File: src/rtl/ethtcp_pkg.sv
`default_nettype none

package ethtcp_pkg;

   localparam int unsigned DEFAULT_MAX_FRAME_BYTES = 65535;

   localparam int unsigned BYTE_W   = 8;
   localparam int unsigned MAC_W    = 48;
   localparam int unsigned ETYPE_W  = 16;
   localparam int unsigned IP_W     = 32;
   localparam int unsigned PORT_W   = 16;
   localparam int unsigned LEN_W    = 16;
   localparam int unsigned WORDS_W  = 4;
   localparam int unsigned STATUS_W = 2;

   localparam logic [LEN_W-1:0] ETH_LEN = LEN_W'(14);
   localparam logic [LEN_W-1:0] MIN_HDR = LEN_W'(5 * 4);

   localparam logic [LEN_W-1:0] SRC_IP_FIRST = ETH_LEN + LEN_W'(12);
   localparam logic [LEN_W-1:0] DST_IP_FIRST = ETH_LEN + LEN_W'(16);
   localparam logic [LEN_W-1:0] IP_ADDR_END  = ETH_LEN + LEN_W'(20);
   localparam logic [LEN_W-1:0] TCP_OFFS_POS = LEN_W'(12);

   localparam logic [STATUS_W-1:0] STATUS_OK        = 2'd0;
   localparam logic [STATUS_W-1:0] STATUS_ETH_SHORT = 2'd1;
   localparam logic [STATUS_W-1:0] STATUS_IP_SHORT  = 2'd2;
   localparam logic [STATUS_W-1:0] STATUS_TCP_SHORT = 2'd3;

   typedef struct packed {
      logic [MAC_W-1:0]   dst_mac;
      logic [MAC_W-1:0]   src_mac;
      logic [ETYPE_W-1:0] ether_type;
      logic [IP_W-1:0]    src_ip;
      logic [IP_W-1:0]    dst_ip;
      logic [PORT_W-1:0]  sport;
      logic [PORT_W-1:0]  dport;
      logic [WORDS_W-1:0] ip_words;
      logic [WORDS_W-1:0] tcp_words;
      logic [LEN_W-1:0]   count;
   } frame_rec_type;

   typedef struct packed {
      logic          valid;
      frame_rec_type rec;
   } frame_xfer_type;

endpackage

`default_nettype wire

File: src/rtl/ethtcp_channels.sv
`default_nettype none

interface ethtcp_req_if;
   import ethtcp_pkg::*;

   logic              valid;
   logic              ready;
   logic [BYTE_W-1:0] frame_byte;
   logic              last_byte;

   modport source (output valid, output frame_byte, output last_byte, input ready);
   modport sink (input valid, input frame_byte, input last_byte, output ready);
endinterface

interface ethtcp_rsp_if;
   import ethtcp_pkg::*;

   logic                valid;
   logic                ready;
   logic [STATUS_W-1:0] status;
   logic [MAC_W-1:0]    dst_mac;
   logic [MAC_W-1:0]    src_mac;
   logic [ETYPE_W-1:0]  ether_type;
   logic [IP_W-1:0]     src_ip;
   logic [IP_W-1:0]     dst_ip;
   logic [PORT_W-1:0]   sport;
   logic [PORT_W-1:0]   dport;
   logic [LEN_W-1:0]    payload_length;
   logic [LEN_W-1:0]    captured_length;

   modport source (
      output valid, output status, output dst_mac, output src_mac, output ether_type,
      output src_ip, output dst_ip, output sport, output dport,
      output payload_length, output captured_length, input ready
   );
   modport sink (
      input valid, input status, input dst_mac, input src_mac, input ether_type,
      input src_ip, input dst_ip, input sport, input dport,
      input payload_length, input captured_length, output ready
   );
endinterface

`default_nettype wire

File: src/rtl/eth_ipv4_tcp_header_extractor_top.sv
`default_nettype none

// Ethernet/IPv4/TCP header extractor. Takes a frame one byte per cycle on req_chan while
// req_chan.ready is high, last_byte marking its end, and returns one item per frame on
// rsp_chan with the MAC addresses, EtherType, IPv4 addresses, TCP ports, captured length,
// payload length and a status (parsed, Ethernet short, IPv4 header short, TCP header
// short). Bytes are taken back to back at one per cycle while ready holds, any frame
// length down to one byte included. A frame's fields enter a two-entry frame queue when
// its last byte is accepted and pass on to the result register; req_chan.ready falls only
// when two finished frames wait behind a stalled rsp_chan. Bytes beyond MAX_FRAME_BYTES are
// neither counted nor captured, though their last mark still closes the frame.
module eth_ipv4_tcp_header_extractor_top #(
   parameter int unsigned MAX_FRAME_BYTES = ethtcp_pkg::DEFAULT_MAX_FRAME_BYTES
) (
   input wire logic      clock,
   input wire logic      reset,
   ethtcp_req_if.sink    req_chan,
   ethtcp_rsp_if.source  rsp_chan
);
   import ethtcp_pkg::*;

   frame_xfer_type push;
   frame_xfer_type head;
   logic           push_ready;
   logic           pop;

   ethtcp_front #(
      .MAX_FRAME_BYTES (MAX_FRAME_BYTES)
   ) u_front (
      .clock      (clock),
      .reset      (reset),
      .req_chan   (req_chan),
      .push_ready (push_ready),
      .push       (push)
   );

   ethtcp_queue u_queue (
      .clock      (clock),
      .reset      (reset),
      .push       (push),
      .push_ready (push_ready),
      .head       (head),
      .pop        (pop)
   );

   ethtcp_back u_back (
      .clock    (clock),
      .reset    (reset),
      .head     (head),
      .pop      (pop),
      .rsp_chan (rsp_chan)
   );

endmodule

`default_nettype wire

File: src/rtl/ethtcp_front.sv
`default_nettype none

module ethtcp_front #(
   parameter int unsigned MAX_FRAME_BYTES = ethtcp_pkg::DEFAULT_MAX_FRAME_BYTES
) (
   input  wire logic                        clock,
   input  wire logic                        reset,
   ethtcp_req_if.sink                       req_chan,
   input  wire logic                        push_ready,
   output ethtcp_pkg::frame_xfer_type       push
);
   import ethtcp_pkg::*;

   localparam int unsigned POS_W = $clog2(MAX_FRAME_BYTES + 1);

   logic [POS_W-1:0]   pos_ff, pos_in;
   logic [WORDS_W-1:0] ip_words_ff, ip_words_in;
   logic [WORDS_W-1:0] tcp_words_ff, tcp_words_in;
   logic [MAC_W-1:0]   dst_mac_ff, dst_mac_in;
   logic [MAC_W-1:0]   src_mac_ff, src_mac_in;
   logic [ETYPE_W-1:0] ether_type_ff, ether_type_in;
   logic [IP_W-1:0]    src_ip_ff, src_ip_in;
   logic [IP_W-1:0]    dst_ip_ff, dst_ip_in;
   logic [PORT_W-1:0]  sport_ff, sport_in;
   logic [PORT_W-1:0]  dport_ff, dport_in;

   logic               accept;
   logic               in_range;
   logic [BYTE_W-1:0]  b;
   logic [LEN_W-1:0]   pos;
   logic [WORDS_W-1:0] ip_eff;
   logic [LEN_W-1:0]   tcp_start;
   logic [LEN_W-1:0]   tcp_off;
   logic               past_tcp;
   frame_rec_type      rec;

   assign req_chan.ready = push_ready;
   assign accept         = req_chan.valid && req_chan.ready;
   assign b              = req_chan.frame_byte;
   assign pos            = LEN_W'(pos_ff);
   assign in_range       = pos_ff < POS_W'(MAX_FRAME_BYTES);

   // IHL written by this byte already moves the TCP start
   assign ip_eff    = (pos == ETH_LEN) ? b[WORDS_W-1:0] : ip_words_ff;
   assign tcp_start = ETH_LEN + {{(LEN_W-WORDS_W-2){1'b0}}, ip_eff, 2'b00};
   assign past_tcp  = pos >= tcp_start;
   assign tcp_off   = pos - tcp_start;

   always_comb begin
      pos_in        = pos_ff;
      ip_words_in   = ip_words_ff;
      tcp_words_in  = tcp_words_ff;
      dst_mac_in    = dst_mac_ff;
      src_mac_in    = src_mac_ff;
      ether_type_in = ether_type_ff;
      src_ip_in     = src_ip_ff;
      dst_ip_in     = dst_ip_ff;
      sport_in      = sport_ff;
      dport_in      = dport_ff;

      if (accept && in_range) begin
         pos_in = pos_ff + POS_W'(1);
         if (pos < LEN_W'(6)) begin
            dst_mac_in = {dst_mac_ff[MAC_W-BYTE_W-1:0], b};
         end else if (pos < LEN_W'(12)) begin
            src_mac_in = {src_mac_ff[MAC_W-BYTE_W-1:0], b};
         end else if (pos < ETH_LEN) begin
            ether_type_in = {ether_type_ff[ETYPE_W-BYTE_W-1:0], b};
         end
         ip_words_in = ip_eff;
         if (pos >= SRC_IP_FIRST && pos < DST_IP_FIRST) begin
            src_ip_in = {src_ip_ff[IP_W-BYTE_W-1:0], b};
         end
         if (pos >= DST_IP_FIRST && pos < IP_ADDR_END) begin
            dst_ip_in = {dst_ip_ff[IP_W-BYTE_W-1:0], b};
         end
         if (past_tcp && tcp_off < LEN_W'(2)) begin
            sport_in = {sport_ff[PORT_W-BYTE_W-1:0], b};
         end
         if (past_tcp && tcp_off >= LEN_W'(2) && tcp_off < LEN_W'(4)) begin
            dport_in = {dport_ff[PORT_W-BYTE_W-1:0], b};
         end
         if (past_tcp && tcp_off == TCP_OFFS_POS) begin
            tcp_words_in = b[BYTE_W-1:BYTE_W-WORDS_W];
         end
      end

      rec.dst_mac    = dst_mac_in;
      rec.src_mac    = src_mac_in;
      rec.ether_type = ether_type_in;
      rec.src_ip     = src_ip_in;
      rec.dst_ip     = dst_ip_in;
      rec.sport      = sport_in;
      rec.dport      = dport_in;
      rec.ip_words   = ip_words_in;
      rec.tcp_words  = tcp_words_in;
      rec.count      = LEN_W'(pos_in);

      push.valid = accept && req_chan.last_byte;
      push.rec   = rec;
   end

   always_ff @(posedge clock) begin
      if (reset || push.valid) begin
         pos_ff        <= '0;
         ip_words_ff   <= '0;
         tcp_words_ff  <= '0;
         dst_mac_ff    <= '0;
         src_mac_ff    <= '0;
         ether_type_ff <= '0;
         src_ip_ff     <= '0;
         dst_ip_ff     <= '0;
         sport_ff      <= '0;
         dport_ff      <= '0;
      end else begin
         pos_ff        <= pos_in;
         ip_words_ff   <= ip_words_in;
         tcp_words_ff  <= tcp_words_in;
         dst_mac_ff    <= dst_mac_in;
         src_mac_ff    <= src_mac_in;
         ether_type_ff <= ether_type_in;
         src_ip_ff     <= src_ip_in;
         dst_ip_ff     <= dst_ip_in;
         sport_ff      <= sport_in;
         dport_ff      <= dport_in;
      end
   end

endmodule

`default_nettype wire

File: src/rtl/ethtcp_queue.sv
`default_nettype none

module ethtcp_queue (
   input  wire logic                  clock,
   input  wire logic                  reset,
   input  ethtcp_pkg::frame_xfer_type push,
   output logic                       push_ready,
   output ethtcp_pkg::frame_xfer_type head,
   input  wire logic                  pop
);
   import ethtcp_pkg::*;

   frame_rec_type entry_ff [2];
   logic          wr_ptr_ff, wr_ptr_in;
   logic          rd_ptr_ff, rd_ptr_in;
   logic [1:0]    fill_ff, fill_in;
   logic          do_push, do_pop;

   assign push_ready = fill_ff != 2'd2;
   assign do_push    = push.valid && push_ready;
   assign do_pop     = pop && (fill_ff != 2'd0);

   assign head.valid = fill_ff != 2'd0;
   assign head.rec   = entry_ff[rd_ptr_ff];

   always_comb begin
      wr_ptr_in = do_push ? ~wr_ptr_ff : wr_ptr_ff;
      rd_ptr_in = do_pop ? ~rd_ptr_ff : rd_ptr_ff;
      fill_in   = fill_ff;
      if (do_push && !do_pop) begin
         fill_in = fill_ff + 2'd1;
      end else if (do_pop && !do_push) begin
         fill_in = fill_ff - 2'd1;
      end
   end

   always_ff @(posedge clock) begin
      if (reset) begin
         wr_ptr_ff <= 1'b0;
         rd_ptr_ff <= 1'b0;
         fill_ff   <= 2'd0;
      end else begin
         wr_ptr_ff <= wr_ptr_in;
         rd_ptr_ff <= rd_ptr_in;
         fill_ff   <= fill_in;
      end
   end

   always_ff @(posedge clock) begin
      if (do_push) begin
         entry_ff[wr_ptr_ff] <= push.rec;
      end
   end

endmodule

`default_nettype wire

File: src/rtl/ethtcp_back.sv
`default_nettype none

module ethtcp_back (
   input  wire logic                  clock,
   input  wire logic                  reset,
   input  ethtcp_pkg::frame_xfer_type head,
   output logic                       pop,
   ethtcp_rsp_if.source               rsp_chan
);
   import ethtcp_pkg::*;

   logic                valid_ff, valid_in;
   logic [STATUS_W-1:0] status_ff, status_in;
   logic [LEN_W-1:0]    payload_ff, payload_in;
   frame_rec_type       rec_ff;

   logic [LEN_W-1:0] ip_len, tcp_len, left_ip, left_tcp;

   assign pop = head.valid && (!valid_ff || rsp_chan.ready);

   assign ip_len   = {{(LEN_W-WORDS_W-2){1'b0}}, head.rec.ip_words, 2'b00};
   assign tcp_len  = {{(LEN_W-WORDS_W-2){1'b0}}, head.rec.tcp_words, 2'b00};
   assign left_ip  = head.rec.count - ETH_LEN;
   assign left_tcp = left_ip - ip_len;

   always_comb begin
      status_in  = STATUS_OK;
      payload_in = '0;
      if (head.rec.count < ETH_LEN) begin
         status_in = STATUS_ETH_SHORT;
      end else if (left_ip < MIN_HDR || left_ip < ip_len) begin
         status_in = STATUS_IP_SHORT;
      end else if (left_tcp < MIN_HDR || left_tcp < tcp_len) begin
         status_in = STATUS_TCP_SHORT;
      end else begin
         payload_in = left_tcp - tcp_len;
      end

      valid_in = valid_ff;
      if (pop) begin
         valid_in = 1'b1;
      end else if (rsp_chan.ready) begin
         valid_in = 1'b0;
      end
   end

   always_ff @(posedge clock) begin
      if (reset) begin
         valid_ff <= 1'b0;
      end else begin
         valid_ff <= valid_in;
      end
   end

   always_ff @(posedge clock) begin
      if (pop) begin
         status_ff  <= status_in;
         payload_ff <= payload_in;
         rec_ff     <= head.rec;
      end
   end

   assign rsp_chan.valid           = valid_ff;
   assign rsp_chan.status          = status_ff;
   assign rsp_chan.dst_mac         = rec_ff.dst_mac;
   assign rsp_chan.src_mac         = rec_ff.src_mac;
   assign rsp_chan.ether_type      = rec_ff.ether_type;
   assign rsp_chan.src_ip          = rec_ff.src_ip;
   assign rsp_chan.dst_ip          = rec_ff.dst_ip;
   assign rsp_chan.sport           = rec_ff.sport;
   assign rsp_chan.dport           = rec_ff.dport;
   assign rsp_chan.payload_length  = payload_ff;
   assign rsp_chan.captured_length = rec_ff.count;

endmodule

`default_nettype wire

File: src/flat_wrapper.sv
// flat-port wrapper written by rule: the top's interface ports become plain ports
module eth_ipv4_tcp_header_extractor_top_flat import ethtcp_pkg::*;
#(
   parameter int unsigned MAX_FRAME_BYTES = ethtcp_pkg::DEFAULT_MAX_FRAME_BYTES
)
  (clock, reset, req_chan_valid, req_chan_frame_byte, req_chan_last_byte, req_chan_ready, rsp_chan_valid, rsp_chan_status, rsp_chan_dst_mac, rsp_chan_src_mac, rsp_chan_ether_type, rsp_chan_src_ip, rsp_chan_dst_ip, rsp_chan_sport, rsp_chan_dport, rsp_chan_payload_length, rsp_chan_captured_length, rsp_chan_ready);
  ethtcp_req_if req_chan_i ();
  ethtcp_rsp_if rsp_chan_i ();
  input wire logic clock;
  input wire logic reset;
  input wire logic [$bits(req_chan_i.valid)-1:0] req_chan_valid;
  input wire logic [$bits(req_chan_i.frame_byte)-1:0] req_chan_frame_byte;
  input wire logic [$bits(req_chan_i.last_byte)-1:0] req_chan_last_byte;
  output wire logic [$bits(req_chan_i.ready)-1:0] req_chan_ready;
  output wire logic [$bits(rsp_chan_i.valid)-1:0] rsp_chan_valid;
  output wire logic [$bits(rsp_chan_i.status)-1:0] rsp_chan_status;
  output wire logic [$bits(rsp_chan_i.dst_mac)-1:0] rsp_chan_dst_mac;
  output wire logic [$bits(rsp_chan_i.src_mac)-1:0] rsp_chan_src_mac;
  output wire logic [$bits(rsp_chan_i.ether_type)-1:0] rsp_chan_ether_type;
  output wire logic [$bits(rsp_chan_i.src_ip)-1:0] rsp_chan_src_ip;
  output wire logic [$bits(rsp_chan_i.dst_ip)-1:0] rsp_chan_dst_ip;
  output wire logic [$bits(rsp_chan_i.sport)-1:0] rsp_chan_sport;
  output wire logic [$bits(rsp_chan_i.dport)-1:0] rsp_chan_dport;
  output wire logic [$bits(rsp_chan_i.payload_length)-1:0] rsp_chan_payload_length;
  output wire logic [$bits(rsp_chan_i.captured_length)-1:0] rsp_chan_captured_length;
  input wire logic [$bits(rsp_chan_i.ready)-1:0] rsp_chan_ready;
  assign req_chan_i.valid = req_chan_valid;
  assign req_chan_i.frame_byte = req_chan_frame_byte;
  assign req_chan_i.last_byte = req_chan_last_byte;
  assign req_chan_ready = req_chan_i.ready;
  assign rsp_chan_valid = rsp_chan_i.valid;
  assign rsp_chan_status = rsp_chan_i.status;
  assign rsp_chan_dst_mac = rsp_chan_i.dst_mac;
  assign rsp_chan_src_mac = rsp_chan_i.src_mac;
  assign rsp_chan_ether_type = rsp_chan_i.ether_type;
  assign rsp_chan_src_ip = rsp_chan_i.src_ip;
  assign rsp_chan_dst_ip = rsp_chan_i.dst_ip;
  assign rsp_chan_sport = rsp_chan_i.sport;
  assign rsp_chan_dport = rsp_chan_i.dport;
  assign rsp_chan_payload_length = rsp_chan_i.payload_length;
  assign rsp_chan_captured_length = rsp_chan_i.captured_length;
  assign rsp_chan_i.ready = rsp_chan_ready;
  eth_ipv4_tcp_header_extractor_top #(.MAX_FRAME_BYTES(MAX_FRAME_BYTES)) u_core (.clock(clock), .reset(reset), .req_chan(req_chan_i), .rsp_chan(rsp_chan_i));
endmodule
File: config.mk
export PLATFORM = sky130hd
export DESIGN_NAME = eth_ipv4_tcp_header_extractor_top_flat
export DESIGN_NICKNAME = d
export VERILOG_FILES = /design/src/rtl/ethtcp_pkg.sv /design/src/rtl/ethtcp_channels.sv /design/src/rtl/eth_ipv4_tcp_header_extractor_top.sv /design/src/rtl/ethtcp_front.sv /design/src/rtl/ethtcp_queue.sv /design/src/rtl/ethtcp_back.sv /design/src/flat_wrapper.sv
export SDC_FILE = /design/constraint.sdc
export NUM_CORES = 1
export LEC_CHECK = 0
export ABC_AREA = 1
export BUFFER_PORTS_ARGS = -buffer_cell sky130_fd_sc_hd__buf_4
export CORE_ASPECT_RATIO = 1.25
export CORE_MARGIN = 2
export CORE_UTILIZATION = 43
export CTS_CLUSTER_DIAMETER = 60
export CTS_CLUSTER_SIZE = 10
export DETAILED_ROUTE_END_ITERATION = 10
export PLACE_DENSITY = 0.58
export SYNTH_ARGS = -nofsm -noshare
export SYNTH_HDL_FRONTEND = slang
export SYNTH_HIERARCHICAL = 1
export SYNTH_SLANG_ARGS = --single-unit
File: constraint.sdc
create_clock -name clock -period 18.9 [get_ports clock]
set_clock_uncertainty 0.15 [all_clocks]
set_input_delay 2.835 -clock clock [delete_from_list [all_inputs] [get_ports clock]]
set_output_delay 2.835 -clock clock [all_outputs]
set_load 0.02 [all_outputs]
==> impl_metrics.csv, run 1 <==
group,metric,value,unit
run,drv_cap,0,
global_route,grt_start_max_net_pins,160,
clock_network,clk_path_buf_depth,3,
yosys,synth_commonest_cells,"706 x edfxtp_1, 459 x nand2_1, 422 x inv_1",
setup_path,crit_arrival,6.13,ns
clock_network,clk_transition_reported_paths,0.05,ns
yosys,yosysTopAreaCell,"edfxtp_1",
global_route,grt_pass1_wl,122000,um
power_and_ir_drop,cell_internal_pwr,4.65,mW
clock_network,tritoncts,"done",
sta,hold_viol_final,0,
yosys,ys.flop_type,"edfxtp_1",
yosys,synthTopCellsByArea,"edfxtp_1 57%, dfxtp_1 13%, mux2_4 7.2%",
power_and_ir_drop,powerDensity,155,nW/um^2
clock_network,hold_buffers,0,
setup_path,r2r_cells,20,
yosys,post-synth-top-area-fraction,0.565,
clock_network,numCtsBuffers,106,
sta,tightestPinTransition,1.13,ns
yosys,netlist_area,37500,um^2
place,gp_congestion,0.795,
sta,setup_viol,0,
place,portBuffers,256,
routing,first_pass_iters,5,
power_and_ir_drop,power_frac_seq,0.439,
die,die_w,268,um
die,die_area,89600,um^2
hold_path,hold_class,"flop to flop",
yosys,synth_area_per_cell,12.7,um^2
cells_and_area,regArea,26000,um^2
power_and_ir_drop,switchingPower,2.13,mW
yosys,yosys.cell_types.count,44,
power_and_ir_drop,leakagePower,18.1,nW
setup_path,cp_max_fo,34,
yosys,post_synth_inst_count,2955,
hold_path,min_to,"u_core/u_front/dst_mac_ff[41]",
yosys,synth_edf_count,706,
die,initial_core_util,0.432,
sta,max_freq,0.173,GHz
setup_path,end_kind,"flop",
setup_path,r2r_slack,14.10,ns
clock_network,htreeDepth,3,
cells_and_area,syn2layout_area_growth,16.3,%
cells_and_area,multi_input_area,9320,um^2
setup_path,max_stage_delay,0.47,ns
power_and_ir_drop,combPwrFrac,0.287,
sta,rsz0062_at_grt,"no",
clock_network,clock-sinks,944,
place,dp.final_hpwl,50600,um
cells_and_area,final_util,0.503,
clock_network,clkLatencyLatePin,0.68,ns
hold_path,min_from,"u_core/u_front/dst_mac_ff[41]",
routing,route.detailed.drc,0,
die,pin_count,257,
run_status,outcome,"complete, no violations",
yosys,yosysSeqAreaShare,0.693,
setup_path,crit_top_cell,"nand2_1",
cells_and_area,final_layout_size_suffix_gt1_frac,0.212,
setup_path,crit_chain,"buf_4, inv_1, o21ai_1, nor2_1, nor2_2, xnor2_1, ha_1, nand2_1, nand2_1, a21oi_2, nand3_1, nand2_1, nand2_1, nor2_1, nand2_2, nor2_8, nand2_4, nand2_1, nand2_1, inv_1",
setup_path,worst_r2r_endpoint,"u_core/u_back/rsp_chan.payload_length[15]",
power_and_ir_drop,power,6.77,mW
cells_and_area,insertedDiodeCount,0,
routing,antenna_left,0,
sta,min_period,5.76,ns
setup_path,cp-start-kind,"input pin",
clock_network,cts-resized-gates,0,
clock_network,post_cts_buffers,0,
global_route,antenna_found_initial,1,
clock_network,cts_root_buffer,"clkbuf_16",
power_and_ir_drop,clkPwrFrac,0.274,
setup_path,worstSetupPathType,"input pin to flop",
sta,slew_headroom,0.247,
routing,wl_per_cell,17.9,um
routing,totalWireLength,80300,um
setup_path,slowest_stage,"nor2_8",
global_route,track_usage,0.178,
yosys,synthArstFlopShare,0,
yosys,yosys_warnings,6,
global_route,grt_overflow,0,
hold_path,whs_path_depth,2,
die,chipHeight,334,um
yosys,ys_ff_latch,944,
routing,drt_iter0_drc,1464,
cells_and_area,nets,3264,
power_and_ir_drop,max-vdd-ir-drop,135,uV
power_and_ir_drop,p_sw_frac,0.314,
yosys,synth_nets,2990,
cells_and_area,filler_cell_count,7478,
yosys,synth.most_common_cell,"edfxtp_1",
sta,min_period_over_period,0.305,
routing,vias_per_cell,4.77,
global_route,first_global_vias,21600,
routing,vias,21400,
setup_path,critPathRequiredTime,19.27,ns
die,core,86700,um^2
sta,tns,0,ns
sta,slew_violations,0,
die,row_count,121,
## metal layers
| metal | share of wire | GRT usage | vias to the layer above |
|---|---|---|---|
| met2 | 0.50 | 0.310 | 477 |
| met4 | 0.018 | 0.0453 | 0 |
| met1 | 0.42 | 0.225 | 10300 |
| met5 | 0 | 0 | - |
| met3 | 0.056 | 0.0383 | 102 |
| li1 | - | - | 10500 |
## cell usage in the layout, fill, tap and decap left out, types with 19 or more instances in the layout
| master | netlist | final |
|---|---|---|
| nand2_1 | 459 | 459 |
| ha_1 | 19 | 19 |
| mux2_2 | 52 | 52 |
| mux2_4 | 180 | 180 |
| o21ai_0 | 119 | 119 |
| buf_4 | 5 | 268 |
| nand3_1 | 92 | 90 |
| edfxtp_1 | 706 | 706 |
| a21oi_1 | 95 | 94 |
| dfxtp_1 | 238 | 237 |
| nor2_2 | 24 | 24 |
| a211oi_1 | 48 | 48 |
| nor2_1 | 275 | 273 |
| clkbuf_1 | 43 | 77 |
| inv_1 | 422 | 422 |
| clkbuf_16 | 0 | 106 |
## power groups by stage
stage | combinational (mW) | clock, mW | sequential, mW
CTS | 1.99 | 1.91 | 2.99
floorplan | 0.952 | 0 | 3.42
detailed placement | 1.98 | 0 | 3.02
finish | 1.94 | 1.86 | 2.97
global placement | 1.96 | 0 | 3.02
global route | 2.11 | 2.00 | 3.02
## worst max-delay path, delay by kind of cell
| family | cells | cell delay [ns] |
|---|---|---|
| AO/OA/AOI/OAI | 2 | 0.62 |
| XOR/XNOR | 1 | 0.15 |
| adder cells (fa/ha/maj) | 1 | 0.31 |
| buffers and inverters | 3 | 0.33 |
| AND/OR/NAND/NOR | 13 | 1.86 |
## worst max path at each step
stage	endpoint	from	slack, ns
after global placement	u_core/u_queue/entry_ff[0][40]	req_chan_frame_byte[0]	12.52
final	u_core/u_queue/entry_ff[1][27]	req_chan_frame_byte[0]	13.14
after floorplan	u_core/u_queue/fill_ff[1]	rsp_chan_ready	2.78
after global routing	u_core/u_queue/entry_ff[0][34]	req_chan_frame_byte[0]	12.78
after detailed placement	u_core/u_queue/entry_ff[0][49]	req_chan_frame_byte[0]	12.45
after CTS	u_core/u_queue/entry_ff[1][35]	req_chan_frame_byte[0]	13.15
## layout make-up
cell class | count | share of cell area
inverters | 429 | 0.0369
well taps | 1168 | 0.0335
repair buffers | 272 | 0.0480
clock inverters | 12 | 0.00416
flip-flops and latches | 944 | 0.596
multi-input cells | 1476 | 0.214
clock buffers | 185 | 0.0681
## metrics by stage
step	setup slack, ns	cell area [um^2]	cells	hold WS (ns)
floorplan	2.78	37500	2955	0.294
global placement	12.52	40500	4289	0.305
detailed placement	12.45	40500	4289	0.308
CTS	13.15	43600	4486	0.318
global route	12.78	43600	4486	0.342
finish	13.14	43600	4486	0.317
## flip-flops by register name, indices dropped and copies added (netlist names), 16 cells and up, named ones only
register,count
u_core/u_front/dst_ip_ff,32
u_core/u_back/rsp_chan.ether_type,16
u_core/u_front/src_ip_ff,32
u_core/u_back/rsp_chan.captured_length,16
u_core/u_back/rsp_chan.dport,16
u_core/u_queue/entry_ff,464
u_core/u_back/rsp_chan.dst_mac,48
u_core/u_front/dst_mac_ff,48
u_core/u_back/rsp_chan.src_mac,48
u_core/u_front/pos,16
u_core/u_back/rsp_chan.src_ip,32
u_core/u_back/rsp_chan.sport,16
u_core/u_front/sport_ff,16
u_core/u_back/rsp_chan.dst_ip,32
u_core/u_front/ether_type_ff,16
u_core/u_front/src_mac_ff,48
u_core/u_front/dport_ff,16
u_core/u_back/rsp_chan.payload_length,16
## cell families (layout without fill, tap and decap cells)
logic type                 count (synthesis)  in the layout  share of synthesized area
AOI/OAI and AO/OA                        267            267                     0.0391
xor gates and xnor gates                  27             27                    0.00631
muxes                                    232            232                     0.0877
and+or+nand+nor                          928            928                      0.106
DFF                                      944            944                      0.693
adders and majority gates                 22             22                    0.00794
buffers and inverters                    535            898                     0.0603
Note: power is estimated with default switching activity, not from simulation.
==> run 2, diff against run 1 <==
Settings changed: PLACE_DENSITY 0.58 to 0.6.
Clock period 18.9 ns to 4.7 ns, I/O delays scaled along.
==> run 2 against run 1 <==
Flip-flop and latch count unchanged; cell count up 0.65%; largest power group unchanged; die area unchanged; largest cell class unchanged; sequential power rose to 4.0 times the previous value; register-to-register slack worse by 14 ns; clock power rose to 4.0 times the previous value; wire length down 1.3%; via count down 0.14%; clock-buffer cell count up 1; first-iteration DRC count down 17%; combinational power rose to 4.1 times the previous value.
==> impl_metrics.csv, run 2 (synthesis gave the netlist of run 1 again) <==
group,metric,value,unit
cells_and_area,final_common_cell,"edfxtp_1",
sta,min_period,4.32,ns
sta,tightestPinTransition,1.05,ns
power_and_ir_drop,max-vdd-ir-drop,512,uV
die,initial_core_util,0.432,
power_and_ir_drop,p_sw_frac,0.313,
run,drv_cap,0,
global_route,antenna_found_initial,1,
clock_network,clk_path_buf_depth,3,
power_and_ir_drop,combPwrFrac,0.291,
clock_network,htreeDepth,3,
hold_path,hold_class,"input pin to flop",
cells_and_area,largest-register,"u_core/u_queue/entry_ff",
clock_network,clkLatencyLatePin,0.68,ns
clock_network,clk_transition_reported_paths,0.06,ns
place,placedCellCount,4315,
global_route,grt_pass1_wl,120000,um
power_and_ir_drop,leakagePower,18.3,nW
power_and_ir_drop,clkPwrFrac,0.275,
die,row_count,121,
global_route,first_global_vias,21100,
routing,wl_per_cell,17.6,um
hold_path,whs_path_depth,2,
setup_path,cp_max_fo,17,
die,pin_count,257,
cells_and_area,finalNonFillerCells,4515,
global_route,grt_overflow,0,
die,die_w,268,um
sta,hold_viol_final,0,
cells_and_area,largest_register_ffs,464,
clock_network,tritoncts,"done",
setup_path,r2r_slack,0.38,ns
routing,first_pass_iters,5,
die,core,86700,um^2
clock_network,cts_root_buffer,"clkbuf_16",
setup_path,worstSetupPathType,"flop to flop",
cells_and_area,insertedDiodeCount,0,
setup_path,r2r_start,"u_core/u_front/pos[6]",
clock_network,clock-sinks,944,
sta,max_freq,0.231,GHz
sta,min_period_over_period,0.920,
cells_and_area,final_cell_mix,"706 x edfxtp_1, 457 x nand2_1, 421 x inv_1",
place,gp_congestion,0.806,
cells_and_area,nets,3293,
hold_path,min_to,"u_core/u_back/rsp_chan.valid",
routing,route.detailed.drc,0,
cells_and_area,final_util,0.508,
setup_path,worst_r2r_endpoint,"u_core/u_queue/entry_ff[0][41]",
routing,vias,21400,
power_and_ir_drop,powerDensity,620,nW/um^2
setup_path,r2r_cells,25,
die,chipHeight,334,um
place,dp.final_hpwl,50000,um
setup_path,critPathRequiredTime,4.97,ns
clock_network,hold_buffers,0,
run_status,outcome,"complete, no violations",
sta,setup_viol,0,
die,die_area,89600,um^2
hold_path,min_from,"reset",
global_route,track_usage,0.176,
sta,holdWs,0.0439,ns
routing,drt_iter0_drc,1215,
setup_path,cp-start-kind,"flop",
power_and_ir_drop,cell_internal_pwr,18.8,mW
clock_network,numCtsBuffers,106,
routing,antenna_left,0,
sta,slew_violations,0,
setup_path,end_kind,"flop",
sta,slew_headroom,0.298,
cells_and_area,filler_cell_count,7492,
cells_and_area,multi_input_area,9380,um^2
cells_and_area,final_layout_size_suffix_gt1_frac,0.220,
global_route,grt_start_max_net_pins,121,
routing,totalWireLength,79200,um
power_and_ir_drop,switchingPower,8.56,mW
routing,vias_per_cell,4.74,
place,portBuffers,256,
cells_and_area,regArea,26000,um^2
power_and_ir_drop,power_frac_seq,0.434,
setup_path,crit_arrival,4.60,ns
cells_and_area,syn2layout_area_growth,17.5,%
==> run 2: cell count changes in the layout (fill, tap and decap cells not counted), sizes merged <==
cell / before / now
buf: 272 / 300
clkbuf: 185 / 186
clkinvlp: 2 / 0
inv: 432 / 433
nor2: 307 / 308
==> run 2: what timing repair did <==
item	CTS	global route
gates resized for setup	0	5
setup buffers	0	2
endpoints found under the setup margin	0	105
==> run 2: power by group through the flow <==
stage          combinational [mW]  sequential [mW]  clock (mW)
2_1_floorplan                3.82             13.3           0
3_3_place_gp                 8.07             12.0           0
3_5_place_dp                 8.09             12.0           0
4_1_cts                      8.12             11.9        7.73
5_1_grt                      8.61             12.0        8.06
6_report                     7.96             11.8        7.51
==> run 2: routing by layer <==
| layer | global-route usage | share of wire | vias to the layer above |
|---|---|---|---|
| met5 | 0 | 0 | - |
| met4 | 0.0529 | 0.019 | 0 |
| met3 | 0.0281 | 0.043 | 100 |
| met2 | 0.298 | 0.49 | 416 |
| met1 | 0.232 | 0.44 | 10300 |
| li1 | - | - | 10600 |
==> run 2: how the worst max path moves through the flow <==
stage / startpoint / endpoint / cells past startpoint
final: u_core/u_front/pos[6] / u_core/u_queue/entry_ff[0][41] / 25
after global routing: u_core/u_front/pos[6] / u_core/u_queue/entry_ff[1][46] / 27
after CTS: u_core/u_front/pos[6] / u_core/u_queue/entry_ff[0][41] / 23
after detailed placement: u_core/u_front/pos[7] / u_core/u_queue/entry_ff[0][41] / 23
after global placement: u_core/u_front/pos[7] / u_core/u_queue/entry_ff[0][41] / 24
after floorplan: rsp_chan_ready / u_core/u_queue/fill_ff[1] / 9
==> run 2: area by class of cell <==
class	count	share of cell area
Clock buffer	186	0.0672
Clock inverter	11	0.00426
Inverter	429	0.0368
Multi-Input combinational cell	1477	0.213
Sequential cell	944	0.589
Tap cell	1168	0.0332
Timing Repair Buffer	300	0.0565
==> run 2: per-stage QoR <==
stage	setup TNS (ns)	setup slack, ns	power [mW]	cell area (um^2)
after floorplan	-281.81	-1.06	17.1	37600
after global placement	0	0.0587	20.1	40800
after detailed placement	0	0.0146	20.1	40800
after CTS	0	0.0152	27.7	44000
after global routing	-0.00343	-0.00174	28.7	44100
final	0	0.377	27.3	44100
==> run 2: worst max-delay path, cell delays in order, from the launching register on <==
cell and delay (ns):
dfxtp_1 0.35, inv_1 0.13, nand2_1 0.09, nor2_1 0.09, inv_1 0.08, nor2_1 0.27
nand3_2 0.23, nand2_1 0.13, o21ai_2 0.08, nor2_1 0.19, nor2_2 0.07, xnor2_1 0.14
ha_1 0.35, nand2_1 0.09, nand2_1 0.07, a21oi_2 0.28, nand3_1 0.12, nand2_1 0.10
nand3_1 0.10, nor2_2 0.13, nand2_2 0.16, nor2_8 0.15, buf_12 0.18, nand3_1 0.14
nand2_1 0.13, inv_1 0.05
